$ cat src/sv/pcb_pkg.sv
package pcb_pkg;

  localparam int PROVIDERS_DEF = 16;
  localparam int TIME_W        = 32;
  localparam int PROV_W        = 4;
  localparam int PROV_SPAN     = 16;
  localparam int FAIL_W        = 16;
  localparam int NUM_CAND      = 5;
  localparam int CAND_W        = 3;
  localparam int CFG_IDX_W     = 3;
  localparam int CFG_DATA_W    = 20;
  localparam int SECS_W        = 20;

  localparam logic [CFG_IDX_W-1:0] CFG_THRESHOLD = 3'd0;
  localparam logic [CFG_IDX_W-1:0] CFG_BASE      = 3'd1;
  localparam logic [CFG_IDX_W-1:0] CFG_BRK_MAX   = 3'd2;
  localparam logic [CFG_IDX_W-1:0] CFG_FALLBACK  = 3'd3;
  localparam logic [CFG_IDX_W-1:0] CFG_RATE_MAX  = 3'd4;

  localparam logic [7:0]        THRESHOLD_RST = 8'd3;
  localparam logic [15:0]       BASE_RST      = 16'd30;
  localparam logic [SECS_W-1:0] BRK_MAX_RST   = 20'd600;
  localparam logic [SECS_W-1:0] FALLBACK_RST  = 20'd60;
  localparam logic [SECS_W-1:0] RATE_MAX_RST  = 20'd3600;

  localparam logic [1:0] ST_NONE  = 2'd0;
  localparam logic [1:0] ST_RATE  = 2'd1;
  localparam logic [1:0] ST_BREAK = 2'd2;

  localparam logic [2:0] CAUSE_NONE   = 3'd0;
  localparam logic [2:0] CAUSE_RETRY  = 3'd1;
  localparam logic [2:0] CAUSE_WINDOW = 3'd2;
  localparam logic [2:0] CAUSE_PLAIN  = 3'd3;
  localparam logic [2:0] CAUSE_FAIL   = 3'd4;

  localparam logic [1:0] KIND_REPORT = 2'd0;
  localparam logic [1:0] KIND_FAIL   = 2'd1;
  localparam logic [1:0] KIND_PASS   = 2'd2;
  localparam logic [1:0] KIND_QUERY  = 2'd3;

  localparam logic [FAIL_W-1:0] FAIL_MAX = 16'hFFFF;
  localparam logic [2:0]        ESC_MAX  = 3'd5;

  typedef struct packed {
    logic [1:0]        kind;
    logic [PROV_W-1:0] provider;
    logic [TIME_W-1:0] now;
    logic              limited;
    logic [SECS_W-1:0] retry_secs;
    logic [TIME_W-1:0] req_reset_at;
    logic [TIME_W-1:0] tok_reset_at;
    logic [1:0]        window_count;
    logic [TIME_W-1:0] first_window_reset;
    logic              first_window_full;
    logic [TIME_W-1:0] second_window_reset;
    logic              second_window_full;
  } in_t;

  typedef struct packed {
    logic [1:0]        entry_state;
    logic [TIME_W-1:0] entry_until;
    logic [FAIL_W-1:0] entry_failures;
    logic [2:0]        entry_cause;
    logic              soonest_valid;
    logic [TIME_W-1:0] soonest_until;
    logic [PROV_W-1:0] soonest_idx;
  } out_t;

  typedef struct packed {
    logic [1:0]        st;
    logic [TIME_W-1:0] deadline;
    logic [FAIL_W-1:0] fails;
    logic [2:0]        cause;
  } entry_t;

  typedef struct packed {
    logic              capture;
    logic              rd_entry;
    logic              prep;
    logic              fold;
    logic [CAND_W-1:0] fold_sel;
    logic              cap;
    logic              write;
    logic              scan_clr;
    logic              scan_rd;
  } cmd_t;

endpackage

$ cat src/sv/pcb_ctrl.sv
module pcb_ctrl #(
  parameter int PROVIDERS = pcb_pkg::PROVIDERS_DEF,
  localparam int IDX_W = (PROVIDERS > 1) ? $clog2(PROVIDERS) : 1
) (
  input  logic             clk,
  input  logic             rst_n,
  input  logic             start,
  output logic             busy,
  output logic             out_valid,
  output pcb_pkg::cmd_t    cmd,
  output logic [IDX_W-1:0] scan_addr
);
  import pcb_pkg::*;

  typedef enum logic [7:0] {
    S_IDLE  = 8'b0000_0001,
    S_READ  = 8'b0000_0010,
    S_PREP  = 8'b0000_0100,
    S_FOLD  = 8'b0000_1000,
    S_CAP   = 8'b0001_0000,
    S_WRITE = 8'b0010_0000,
    S_SCAN  = 8'b0100_0000,
    S_DRAIN = 8'b1000_0000
  } state_t;

  localparam logic [CAND_W-1:0] FOLD_LAST = CAND_W'(NUM_CAND - 1);
  localparam logic [IDX_W-1:0]  SCAN_LAST = IDX_W'(PROVIDERS - 1);

  state_t            state_r, state_nxt;
  logic [CAND_W-1:0] fold_r, fold_nxt;
  logic [IDX_W-1:0]  scan_r, scan_nxt;
  logic              out_valid_r;

  always_comb begin
    state_nxt = state_r;
    fold_nxt  = fold_r;
    scan_nxt  = scan_r;
    cmd       = '0;
    unique case (state_r)
      S_IDLE: begin
        if (start) begin
          cmd.capture = 1'b1;
          state_nxt   = S_READ;
        end
      end
      S_READ: begin
        cmd.rd_entry = 1'b1;
        state_nxt    = S_PREP;
      end
      S_PREP: begin
        cmd.prep  = 1'b1;
        fold_nxt  = '0;
        state_nxt = S_FOLD;
      end
      S_FOLD: begin
        cmd.fold     = 1'b1;
        cmd.fold_sel = fold_r;
        if (fold_r == FOLD_LAST) begin
          state_nxt = S_CAP;
        end else begin
          fold_nxt = fold_r + CAND_W'(1);
        end
      end
      S_CAP: begin
        cmd.cap   = 1'b1;
        state_nxt = S_WRITE;
      end
      S_WRITE: begin
        cmd.write    = 1'b1;
        cmd.scan_clr = 1'b1;
        scan_nxt     = '0;
        state_nxt    = S_SCAN;
      end
      S_SCAN: begin
        cmd.scan_rd = 1'b1;
        if (scan_r == SCAN_LAST) begin
          state_nxt = S_DRAIN;
        end else begin
          scan_nxt = scan_r + IDX_W'(1);
        end
      end
      S_DRAIN: begin
        state_nxt = S_IDLE;
      end
      default: begin
        state_nxt = S_IDLE;
      end
    endcase
  end

  always_ff @(posedge clk) begin
    if (!rst_n) begin
      state_r     <= S_IDLE;
      fold_r      <= '0;
      scan_r      <= '0;
      out_valid_r <= 1'b0;
    end else begin
      state_r     <= state_nxt;
      fold_r      <= fold_nxt;
      scan_r      <= scan_nxt;
      out_valid_r <= (state_r == S_DRAIN);
    end
  end

  assign busy      = (state_r != S_IDLE);
  assign out_valid = out_valid_r;
  assign scan_addr = scan_r;

endmodule

$ cat src/sv/pcb_dp.sv
module pcb_dp #(
  parameter int PROVIDERS = pcb_pkg::PROVIDERS_DEF,
  localparam int IDX_W = (PROVIDERS > 1) ? $clog2(PROVIDERS) : 1
) (
  input  logic                                 clk,
  input  logic                                 rst_n,
  input  pcb_pkg::in_t                         in_word,
  input  pcb_pkg::cmd_t                        cmd,
  input  logic [IDX_W-1:0]                     scan_addr,
  input  logic                                 cfg_we,
  input  logic [pcb_pkg::CFG_IDX_W-1:0]        cfg_index,
  input  logic [pcb_pkg::CFG_DATA_W-1:0]       cfg_data,
  output pcb_pkg::out_t                        out_word
);
  import pcb_pkg::*;

  function automatic logic [TIME_W-1:0] sat_time(input logic [TIME_W:0] t);
    sat_time = t[TIME_W] ? '1 : t[TIME_W-1:0];
  endfunction

  logic [IDX_W-1:0]  idx_map [PROV_SPAN];
  in_t               in_r;
  logic [IDX_W-1:0]  idx_r;
  logic [TIME_W:0]   now_x;

  logic [7:0]        thr_r;
  logic [15:0]       base_r;
  logic [SECS_W-1:0] bmax_r;
  logic [SECS_W-1:0] fb_r;
  logic [SECS_W-1:0] rmax_r;

  entry_t            mem [PROVIDERS];
  logic [PROVIDERS-1:0] vld_r;
  entry_t            ent_a_r;
  logic              vld_a_r;
  entry_t            cur;

  logic [TIME_W:0]   cand_r [NUM_CAND];
  logic [NUM_CAND-1:0] cv_r;
  logic [TIME_W:0]   nfb_r;
  logic [TIME_W:0]   nmx_r;
  logic [FAIL_W-1:0] fc_r;

  logic [TIME_W:0]   best_r;
  logic              have_r;
  logic [TIME_W:0]   pick;

  logic [FAIL_W-1:0] thr_x;
  logic [FAIL_W-1:0] esc_diff;
  logic              ge_r;
  logic [2:0]        esc_r;
  logic [SECS_W:0]   shifted;
  logic [SECS_W-1:0] cool_r;

  logic [TIME_W:0]   rate_base;
  logic [TIME_W:0]   rate_capped;
  logic [TIME_W-1:0] rate_until_r;
  logic [TIME_W-1:0] brk_until_r;

  entry_t            ent_nxt;
  entry_t            new_r;

  entry_t            ent_b_r;
  logic              vld_b_r;
  logic              live_b_r;
  logic [IDX_W-1:0]  idx_b_r;
  entry_t            eb;
  logic              hit;
  logic              sv_r;
  logic [TIME_W-1:0] su_r;
  logic [IDX_W-1:0]  sp_r;

  for (genvar g = 0; g < PROV_SPAN; g++) begin : g_map
    assign idx_map[g] = IDX_W'(g % PROVIDERS);
  end

  assign now_x = {1'b0, in_r.now};

  always_ff @(posedge clk) begin
    if (cmd.capture) begin
      in_r  <= in_word;
      idx_r <= idx_map[in_word.provider];
    end
  end

  always_ff @(posedge clk) begin
    if (!rst_n) begin
      thr_r  <= THRESHOLD_RST;
      base_r <= BASE_RST;
      bmax_r <= BRK_MAX_RST;
      fb_r   <= FALLBACK_RST;
      rmax_r <= RATE_MAX_RST;
    end else if (cfg_we) begin
      unique case (cfg_index)
        CFG_THRESHOLD: thr_r  <= cfg_data[7:0];
        CFG_BASE:      base_r <= cfg_data[15:0];
        CFG_BRK_MAX:   bmax_r <= cfg_data;
        CFG_FALLBACK:  fb_r   <= cfg_data;
        CFG_RATE_MAX:  rmax_r <= cfg_data;
        default: begin
        end
      endcase
    end
  end

  // entry memory: one write port, two registered read ports
  always_ff @(posedge clk) begin
    if (cmd.write) begin
      mem[idx_r] <= ent_nxt;
    end
    if (cmd.rd_entry) begin
      ent_a_r <= mem[idx_r];
    end
    if (cmd.scan_rd) begin
      ent_b_r <= mem[scan_addr];
    end
  end

  always_ff @(posedge clk) begin
    if (!rst_n) begin
      vld_r    <= '0;
      vld_a_r  <= 1'b0;
      vld_b_r  <= 1'b0;
      live_b_r <= 1'b0;
    end else begin
      if (cmd.write) begin
        vld_r[idx_r] <= 1'b1;
      end
      if (cmd.rd_entry) begin
        vld_a_r <= vld_r[idx_r];
      end
      if (cmd.scan_rd) begin
        vld_b_r <= vld_r[scan_addr];
      end
      live_b_r <= cmd.scan_rd;
    end
  end

  assign cur = vld_a_r ? ent_a_r : '0;

  // candidate deadlines
  always_ff @(posedge clk) begin
    if (cmd.prep) begin
      cand_r[0] <= now_x + (TIME_W + 1)'(in_r.retry_secs);
      cand_r[1] <= {1'b0, in_r.req_reset_at};
      cand_r[2] <= {1'b0, in_r.tok_reset_at};
      cand_r[3] <= {1'b0, in_r.first_window_reset};
      cand_r[4] <= {1'b0, in_r.second_window_reset};
      cv_r[0]   <= (in_r.retry_secs != '0);
      cv_r[1]   <= (in_r.req_reset_at > in_r.now);
      cv_r[2]   <= (in_r.tok_reset_at > in_r.now);
      cv_r[3]   <= (in_r.window_count >= 2'd1) && in_r.first_window_full
                   && (in_r.first_window_reset > in_r.now);
      cv_r[4]   <= (in_r.window_count >= 2'd2) && in_r.second_window_full
                   && (in_r.second_window_reset > in_r.now);
      nfb_r     <= now_x + (TIME_W + 1)'(fb_r);
      nmx_r     <= now_x + (TIME_W + 1)'(rmax_r);
      fc_r      <= (cur.fails == FAIL_MAX) ? cur.fails : cur.fails + FAIL_W'(1);
    end
  end

  assign pick = cand_r[cmd.fold_sel];

  always_ff @(posedge clk) begin
    if (!rst_n) begin
      have_r <= 1'b0;
    end else if (cmd.prep) begin
      have_r <= 1'b0;
    end else if (cmd.fold && cv_r[cmd.fold_sel]) begin
      have_r <= 1'b1;
    end
  end

  always_ff @(posedge clk) begin
    if (cmd.fold && cv_r[cmd.fold_sel] && (!have_r || pick > best_r)) begin
      best_r <= pick;
    end
  end

  // breaker backoff, settles over the fold cycles
  assign thr_x    = FAIL_W'(thr_r);
  assign esc_diff = fc_r - thr_x;
  assign shifted  = (SECS_W + 1)'(base_r) << esc_r;

  always_ff @(posedge clk) begin
    if (cmd.fold) begin
      ge_r   <= (fc_r >= thr_x);
      esc_r  <= (esc_diff > FAIL_W'(ESC_MAX)) ? ESC_MAX : esc_diff[2:0];
      cool_r <= (shifted > {1'b0, bmax_r}) ? bmax_r : shifted[SECS_W-1:0];
    end
  end

  assign rate_base   = have_r ? best_r : nfb_r;
  assign rate_capped = (rate_base > nmx_r) ? nmx_r : rate_base;

  always_ff @(posedge clk) begin
    if (cmd.cap) begin
      rate_until_r <= sat_time(rate_capped);
      brk_until_r  <= sat_time(now_x + (TIME_W + 1)'(cool_r));
    end
  end

  always_comb begin
    ent_nxt = cur;
    unique case (in_r.kind)
      KIND_REPORT: begin
        if (!in_r.limited) begin
          if (cur.st == ST_RATE) begin
            ent_nxt.st       = ST_NONE;
            ent_nxt.deadline = '0;
            ent_nxt.cause    = CAUSE_NONE;
          end
        end else if (cur.st != ST_RATE || rate_until_r > cur.deadline) begin
          ent_nxt.st       = ST_RATE;
          ent_nxt.deadline = rate_until_r;
          ent_nxt.cause    = (in_r.retry_secs != '0) ? CAUSE_RETRY :
                             (in_r.window_count != 2'd0) ? CAUSE_WINDOW : CAUSE_PLAIN;
        end
      end
      KIND_FAIL: begin
        ent_nxt.fails = fc_r;
        if (ge_r && cur.st != ST_RATE) begin
          ent_nxt.st       = ST_BREAK;
          ent_nxt.deadline = brk_until_r;
          ent_nxt.cause    = CAUSE_FAIL;
        end
      end
      KIND_PASS: begin
        ent_nxt = '0;
      end
      KIND_QUERY: begin
      end
      default: begin
      end
    endcase
  end

  always_ff @(posedge clk) begin
    if (cmd.write) begin
      new_r <= ent_nxt;
    end
  end

  // soonest rate-limit scan
  always_ff @(posedge clk) begin
    if (cmd.scan_rd) begin
      idx_b_r <= scan_addr;
    end
  end

  assign eb  = vld_b_r ? ent_b_r : '0;
  assign hit = live_b_r && (eb.st == ST_RATE) && (eb.deadline > in_r.now)
               && (!sv_r || eb.deadline < su_r);

  always_ff @(posedge clk) begin
    if (!rst_n) begin
      sv_r <= 1'b0;
      su_r <= '0;
      sp_r <= '0;
    end else if (cmd.scan_clr) begin
      sv_r <= 1'b0;
      su_r <= '0;
      sp_r <= '0;
    end else if (hit) begin
      sv_r <= 1'b1;
      su_r <= eb.deadline;
      sp_r <= idx_b_r;
    end
  end

  assign out_word.entry_state    = new_r.st;
  assign out_word.entry_until    = new_r.deadline;
  assign out_word.entry_failures = new_r.fails;
  assign out_word.entry_cause    = new_r.cause;
  assign out_word.soonest_valid  = sv_r;
  assign out_word.soonest_until  = su_r;
  assign out_word.soonest_idx    = PROV_W'(sp_r);

endmodule

$ cat src/sv/provider_cooldown_breaker_unit.sv
// channel   ports                           handshake
// input     start, busy, in_word            taken when start is high and busy low
// result    out_valid, out_word             one-cycle strobe, no back-pressure
// config    cfg_we, cfg_index, cfg_data     written when cfg_we is high
//
// the strobe is registered off the drain state, which follows the read, prep, fold, cap,
// write and scan states; a new word can be taken in the strobe cycle, as busy is low again
// the scan of the entry memory reads one entry per cycle on its second read port
// synchronous reset clears the table valid bits and loads the register defaults
// the receiver cannot stall, results are never held
module provider_cooldown_breaker_unit #(
  parameter int PROVIDERS = pcb_pkg::PROVIDERS_DEF
) (
  input  logic                           clk,
  input  logic                           rst_n,
  input  logic                           start,
  output logic                           busy,
  input  pcb_pkg::in_t                   in_word,
  output logic                           out_valid,
  output pcb_pkg::out_t                  out_word,
  input  logic                           cfg_we,
  input  logic [pcb_pkg::CFG_IDX_W-1:0]  cfg_index,
  input  logic [pcb_pkg::CFG_DATA_W-1:0] cfg_data
);
  import pcb_pkg::*;

  localparam int IDX_W = (PROVIDERS > 1) ? $clog2(PROVIDERS) : 1;

  cmd_t             cmd;
  logic [IDX_W-1:0] scan_addr;

  pcb_ctrl #(
    .PROVIDERS(PROVIDERS)
  ) u_ctrl (
    .clk       (clk),
    .rst_n     (rst_n),
    .start     (start),
    .busy      (busy),
    .out_valid (out_valid),
    .cmd       (cmd),
    .scan_addr (scan_addr)
  );

  pcb_dp #(
    .PROVIDERS(PROVIDERS)
  ) u_dp (
    .clk       (clk),
    .rst_n     (rst_n),
    .in_word   (in_word),
    .cmd       (cmd),
    .scan_addr (scan_addr),
    .cfg_we    (cfg_we),
    .cfg_index (cfg_index),
    .cfg_data  (cfg_data),
    .out_word  (out_word)
  );

endmodule

$ cat config.mk
export PLATFORM = sky130hd
export DESIGN_NAME = provider_cooldown_breaker_unit
export DESIGN_NICKNAME = d
export VERILOG_FILES = /design/src/sv/pcb_pkg.sv /design/src/sv/pcb_ctrl.sv /design/src/sv/pcb_dp.sv /design/src/sv/provider_cooldown_breaker_unit.sv
export SDC_FILE = /design/constraint.sdc
export NUM_CORES = 2
export LEC_CHECK = 0
export BUFFER_PORTS_ARGS = -buffer_cell sky130_fd_sc_hd__clkbuf_2
export CORE_ASPECT_RATIO = 1.1
export CORE_MARGIN = 5
export CORE_UTILIZATION = 40
export DETAILED_ROUTE_END_ITERATION = 7
export SLEW_MARGIN = 10
export SYNTH_ARGS = -nofsm -noshare
export SYNTH_HDL_FRONTEND = slang
export SYNTH_HIERARCHICAL = 1
export SYNTH_SLANG_ARGS = --single-unit
export TNS_END_PERCENT = 50
$ cat constraint.sdc
create_clock -name clk -period 23.1 [get_ports clk]
set_input_delay 1.155 -clock clk [delete_from_list [all_inputs] [get_ports clk]]
set_output_delay 1.155 -clock clk [all_outputs]
set_load 0.005 [all_outputs]
Word-level counts from Yosys, hierarchy flattened. Memory sizes are Yosys's and may differ from the RTL's. A register that Yosys moved wholly into a read port is not among the register bits. Cells that the tools add are included.

ROM bits: 64. Input bits: 218. Memories: 3. Output and inout bits: 92. Word-level logic and storage cells: 181. Bits in writable memories: 1013. Bits in registers: 609.

Magnitude comparators: 18. Bitwise operators: 3. Shift-type cells: 1. Reduce and logical (&&, ||, !) cells: 32. Equality and inequality tests: 26. Add/sub/neg operators: 8. Muxes and demuxes: 47.

Memories: u_dp.mem (words 16, bits a word 53, read ports 2, clocked after memory_dff 2, wr ports 1, line pcb_dp.sv:32) `entry_t mem [PROVIDERS];`; u_dp.cand_r (words 5, bits a word 33, read ports 1, clocked after memory_dff 0, wr ports 5, line pcb_dp.sv:38) `logic [TIME_W:0] cand_r [NUM_CAND];`; (no name shown) (words 16, bits a word 4, read ports 1, clocked after memory_dff 1, wr ports 0, line pcb_dp.sv:82) `idx_r <= idx_map[in_word.provider];`.

Operator list (count): 32-bit > comparator (6); 34-bit 2-to-1 mux (4); 32-bit by 20-bit adder with 33-bit output (4); 53-bit 2-to-1 mux (2); 34-bit case mux with 3 select lines (1); 33-bit > comparator (2); 33-bit 2-to-1 mux (2); 8-bit case mux with 7 select lines (1); 32-bit < comparator (1); 16-bit case mux with 2 select lines (1); 8-bit 2-to-1 mux (3); 21-bit by 20-bit > comparator with 1-bit output (1); 16-bit by 3-bit << shifter with 21-bit output (1); 20-bit 2-to-1 mux (1); 20-bit nonzero test (1); 3-bit 2-to-1 mux (6); 16-bit by 1-bit adder with 16-bit output (second input constant) (1); 16-bit == test (second input constant) (1); 16-bit by 8-bit >= comparator with 1-bit output (1); 16-bit by 3-bit > comparator with 1-bit output (second input constant) (1); 16-bit 2-to-1 mux (1); 16-bit OR (1); 16-bit by 8-bit subtractor with 16-bit output (1); 1-bit 2-to-1 mux (15); 43 further kinds (76).

Depth between registers and ports, before layout.
Depth in word-level cells: 6. Gate-level depth with buffers: 17. Mapped depth without buffers: 14.

By module. The synthesis kept the hierarchy.

By module, submodules not included: pcb_dp (area an instance 79391.1 um^2, instances 1, cells an instance 5000, seq. area each 49427.4 um^2); pcb_ctrl (area an instance 858.3 um^2, instances 1, cells an instance 102, seq. area each 320.3 um^2).

Worst setup path after synthesis. OpenSTA, ideal clock, no wires.

Kind: in2reg. From: input port start. To: register u_dp.idx_r[0] (enable). Cell stages on the path: 2. Library setup time: 0.746 ns. Slack: 13.312 ns. Arrival: 9.042 ns. Required time: 22.354 ns. Buffers on the path: 0. Path through: inv_1 -> nor2_1.

RTL lines: from (decl) (line provider_cooldown_breaker_unit.sv:16) `input logic start,`; to (decl) (line pcb_dp.sv:23) `logic [IDX_W-1:0] idx_r;`.

==> reports/results.txt <==
endpoint of the most critical register-to-register path = u_dp/best_r[28]
crit path kind = flop to flop
Crit path required time = 23.65 ns
fraction of registers with async set/reset = 0%
vias in the first global route = 48508
post-synthesis sequential area ratio = 62.0%
outcome = finished clean
first-pass GRT wire length = 342 mm
Setup crit end kind = flop
setup skew after layout = 0.0493 ns
Mapped Cells = 5102
power per cell area = 83.7 nW/um^2
ratio of cells with drive above 1 in the final layout = 23.0%
RSZ-0062 raised after global routing = false
critical path fanouts, max = 30
met1 track demand over resource = 29.8%
Maximum Capacitance Violations = 0
setup TNS = 0 ns
Gates resized, CTS repair = 0
syn nets = 5729
leakage power = 31.3 nW
highest ir drop seen on vdd = 0.0843 mV
signed area change from the synthesized netlist to the final layout = 13.4%
GRT met2 Usage = 37.3%
worst setup slack for register-to-register paths = 16.92 ns
number of synthesized flops with an enable pin = 1552
CORE AREA = 200000 sq um
data arrival time of the critical path = 6.73 ns
XOR/XNOR share of the synthesized area = 1.23%
final number of hold-violating endpoints = 0
Finished Core Util = 45.6%
placed wire-length estimate = 156 mm
full die area = 210000 sq um
fraction of met3 tracks used by global routing = 3.50%
largest net degree at the start of global routing = 155
total CTS buffers = 179
post-synthesis area per instance = 15.7 sq um
proportion of synthesized area in mux cells = 15.4%
die extent in y = 480 microns
warning count from the yosys run = 6
clock-pin slew on the worst setup and hold paths = 0.06 ns
post-synth top area share = 58.1%
Antenna Violating Nets Remaining = 0
max-slew violations = 0
total standard cell area after synthesis = 80200 sq um
number of synthesized register bits = 1709
vias after detailed routing = 48060
clock tree from TritonCTS = built
final setup margin = 16.92 ns
Worst Hold Class = flop to flop
ys flop type = sky130_fd_sc_hd__edfxtp_1
overflow left after global routing = 0
post-cts hold buffer count = 0
FP Rows = 172
wire length reported by the detailed router = 238 mm
width of the chip = 437 microns
placed insts = 7879
synthesized-area fraction occupied by and/or/nand/nor cells = 6.20%
fmax = 162 MHz
number of buffers added on ports = 309
number of distinct library cells after synthesis = 103
biggest area consumer among synthesized cells = sky130_fd_sc_hd__edfxtp_1
aggregate global-route resource usage = 22.3%
Synth Area in Adders = 6.42%
Synth Area in Compound Gates = 6.64%
cell at the root of the clock tree = sky130_fd_sc_hd__clkbuf_16
initial core utilization = 40.2%
most used routing layer in global routing = met2
average wire length per cell after detail routing = 28.9 microns
I/O pin count = 310
residual DRC count = 0
ranking of synthesized cells by area = sky130_fd_sc_hd__edfxtp_1, sky130_fd_sc_hd__mux4_2, sky130_fd_sc_hd__ha_1
Final min period = 6.18 ns
Clock Sinks = 1709
clock latency at the later pin of the worst-skew pair = 0.85 ns
startpoint of the worst setup timing path = u_ctrl/state_r[4]
clock buffer depth = 3
initial antenna violation count = 7
Tightest Pin Transition = 1.29 ns
Place WS = 16.89 ns
number of fill cells = 17257
Crit Reg-Reg Startpoint = u_ctrl/state_r[4]
net total in the final layout = 6077
final period utilization = 26.7%
starting DRC count in detailed routing = 4381
synth cell count leaders = sky130_fd_sc_hd__edfxtp_1, sky130_fd_sc_hd__mux4_2, sky130_fd_sc_hd__nand2_1
final setup fails = 0
length in cells of the worst reg-to-reg path = 16
via density per instance = 5.85
largest family of logic cells by synthesized area = multiplexers
routability cong. = 0.918
worst setup path endpoint = u_dp/best_r[28]
kind of launch point of the worst setup path = flop
total setup buffers inserted after CTS = 0
Final Instance Count excl. Fillers = 8211
WHS = 0.465 ns
tightest slew margin relative to the limit = 13.6%
number of iterations in the first detailed-routing pass = 6
maximum level of the CTS H-tree = 4
most instantiated library cell after synthesis = sky130_fd_sc_hd__edfxtp_1
==> critical path: stages, from the launching register on <==
cell                       delay, ns
sky130_fd_sc_hd__dfxtp_1        0.37
sky130_fd_sc_hd__nor4_4         0.47
sky130_fd_sc_hd__nand2_4        0.16
sky130_fd_sc_hd__nor3_2         0.67
sky130_fd_sc_hd__buf_4          0.63
sky130_fd_sc_hd__mux4_2         0.58
sky130_fd_sc_hd__mux2_2         0.30
sky130_fd_sc_hd__ha_1           0.30
sky130_fd_sc_hd__a21o_1         0.16
sky130_fd_sc_hd__a21o_1         0.17
sky130_fd_sc_hd__a21oi_1        0.17
sky130_fd_sc_hd__nor2_1         0.06
sky130_fd_sc_hd__a211oi_1       0.22
sky130_fd_sc_hd__nor3_1         0.07
sky130_fd_sc_hd__nor4b_1        0.75
sky130_fd_sc_hd__a21oi_4        0.36
sky130_fd_sc_hd__buf_4          0.34
==> cell families (layout without fill, tap and decap cells) <==
group,count (synthesis),after routing
DFF,1709,1709
and+or+nand+nor,1016,1016
AOI/OAI and AO/OA,805,805
muxes,621,621
buffers and inverters,429,926
adders and majority gates,409,409
xor gates and xnor gates,113,113
other,0,2
==> worst min path at each step <==
stage	from	to	cells after the start
floorplan	u_dp/in_r[100]	u_dp/cand_r[1][0]	0
global placement	u_dp/thr_r[3]	u_dp/thr_r[3]	2
detailed placement	u_dp/in_r[55]	u_dp/cand_r[3][21]	0
CTS	in_word[14]	u_dp/in_r[14]	1
global route	in_word[60]	u_dp/in_r[60]	1
finish	u_dp/in_r[124]	u_dp/cand_r[1][24]	0
==> state kept, by name, summed over array words and instances (netlist names), 8 cells and up <==
name and cells:
u_dp/nfb_r 33, u_dp/in_r 187, u_dp/base_r 16, u_dp/brk_until_r 32, u_dp/nmx_r 33, u_dp/ent_a_r 53
u_dp/cool_r 20, u_dp/cand_r 161, u_dp/su_r 32, u_dp/out_word 53, u_dp/thr_r 8, u_dp/rmax_r 20
u_dp/rate_until_r 32, u_dp/vld_r 16, u_ctrl/state_r 8, u_dp/fc_r 16, u_dp/mem 848, u_dp/ent_b_r 34
u_dp/best_r 33, u_dp/bmax_r 20, u_dp/fb_r 20
==> layout by cell type (no fill, tap or decap), types with 36 or more instances in the layout <==
cell,synthesis,routed
sky130_fd_sc_hd__nor2_1,158,144
sky130_fd_sc_hd__edfxtp_1,1552,1552
sky130_fd_sc_hd__a21o_1,102,102
sky130_fd_sc_hd__clkbuf_1,157,36
sky130_fd_sc_hd__a21oi_1,158,157
sky130_fd_sc_hd__and2_1,50,48
sky130_fd_sc_hd__a22oi_1,36,36
sky130_fd_sc_hd__buf_4,3,82
sky130_fd_sc_hd__nand4_1,80,80
sky130_fd_sc_hd__dfxtp_1,157,152
sky130_fd_sc_hd__mux2_2,74,74
sky130_fd_sc_hd__clkbuf_2,0,308
sky130_fd_sc_hd__nand2_1,418,418
sky130_fd_sc_hd__ha_1,404,404
sky130_fd_sc_hd__nand3_1,65,65
sky130_fd_sc_hd__nand3b_1,37,37
sky130_fd_sc_hd__mux2i_1,51,51
sky130_fd_sc_hd__xnor2_1,87,87
sky130_fd_sc_hd__mux4_2,480,480
sky130_fd_sc_hd__nor2b_1,46,45
sky130_fd_sc_hd__o21ai_1,74,79
sky130_fd_sc_hd__o21ai_0,127,114
sky130_fd_sc_hd__o21a_1,55,55
sky130_fd_sc_hd__a21boi_0,57,57
sky130_fd_sc_hd__clkbuf_16,0,180
sky130_fd_sc_hd__nor3_1,48,41
sky130_fd_sc_hd__inv_1,196,195
==> per-layer routing <==
layer  share of wire, %  routed length, microns
met3                6.5                   15500
met5                  0                       0
met4                3.7                    8740
met2                 49                  115000
met1                 41                   98100
==> stage by stage <==
step | power, mW | area [sq um]
after global placement | 4.73 | 85000
after CTS | 7.68 | 91000
after floorplan | 4.38 | 80200
after global routing | 7.91 | 91000
final | 7.62 | 91000
after detailed placement | 4.73 | 85000
==> report_power, final <==
group          total [mW]  internal, mW  switching, mW
combinational        1.03         0.417          0.616
clock                2.93          1.67           1.26
sequential           3.66          3.54          0.119
==> cell type report <==
| type | count | area (sq um) | area share (%) |
|---|---|---|---|
| Sequential cell | 1709 | 49800 | 54.7 |
| Multi-Input combinational cell | 2964 | 29000 | 31.9 |
| Clock buffer | 225 | 4760 | 5.23 |
| Tap cell | 2610 | 3270 | 3.59 |
| Timing Repair Buffer | 394 | 2240 | 2.46 |
| Clock inverter | 105 | 1210 | 1.33 |
| Inverter | 202 | 758 | 0.833 |
| Antenna cell | 2 | 5.00 | 0.00550 |
Note: power is estimated with default switching activity, not from simulation.
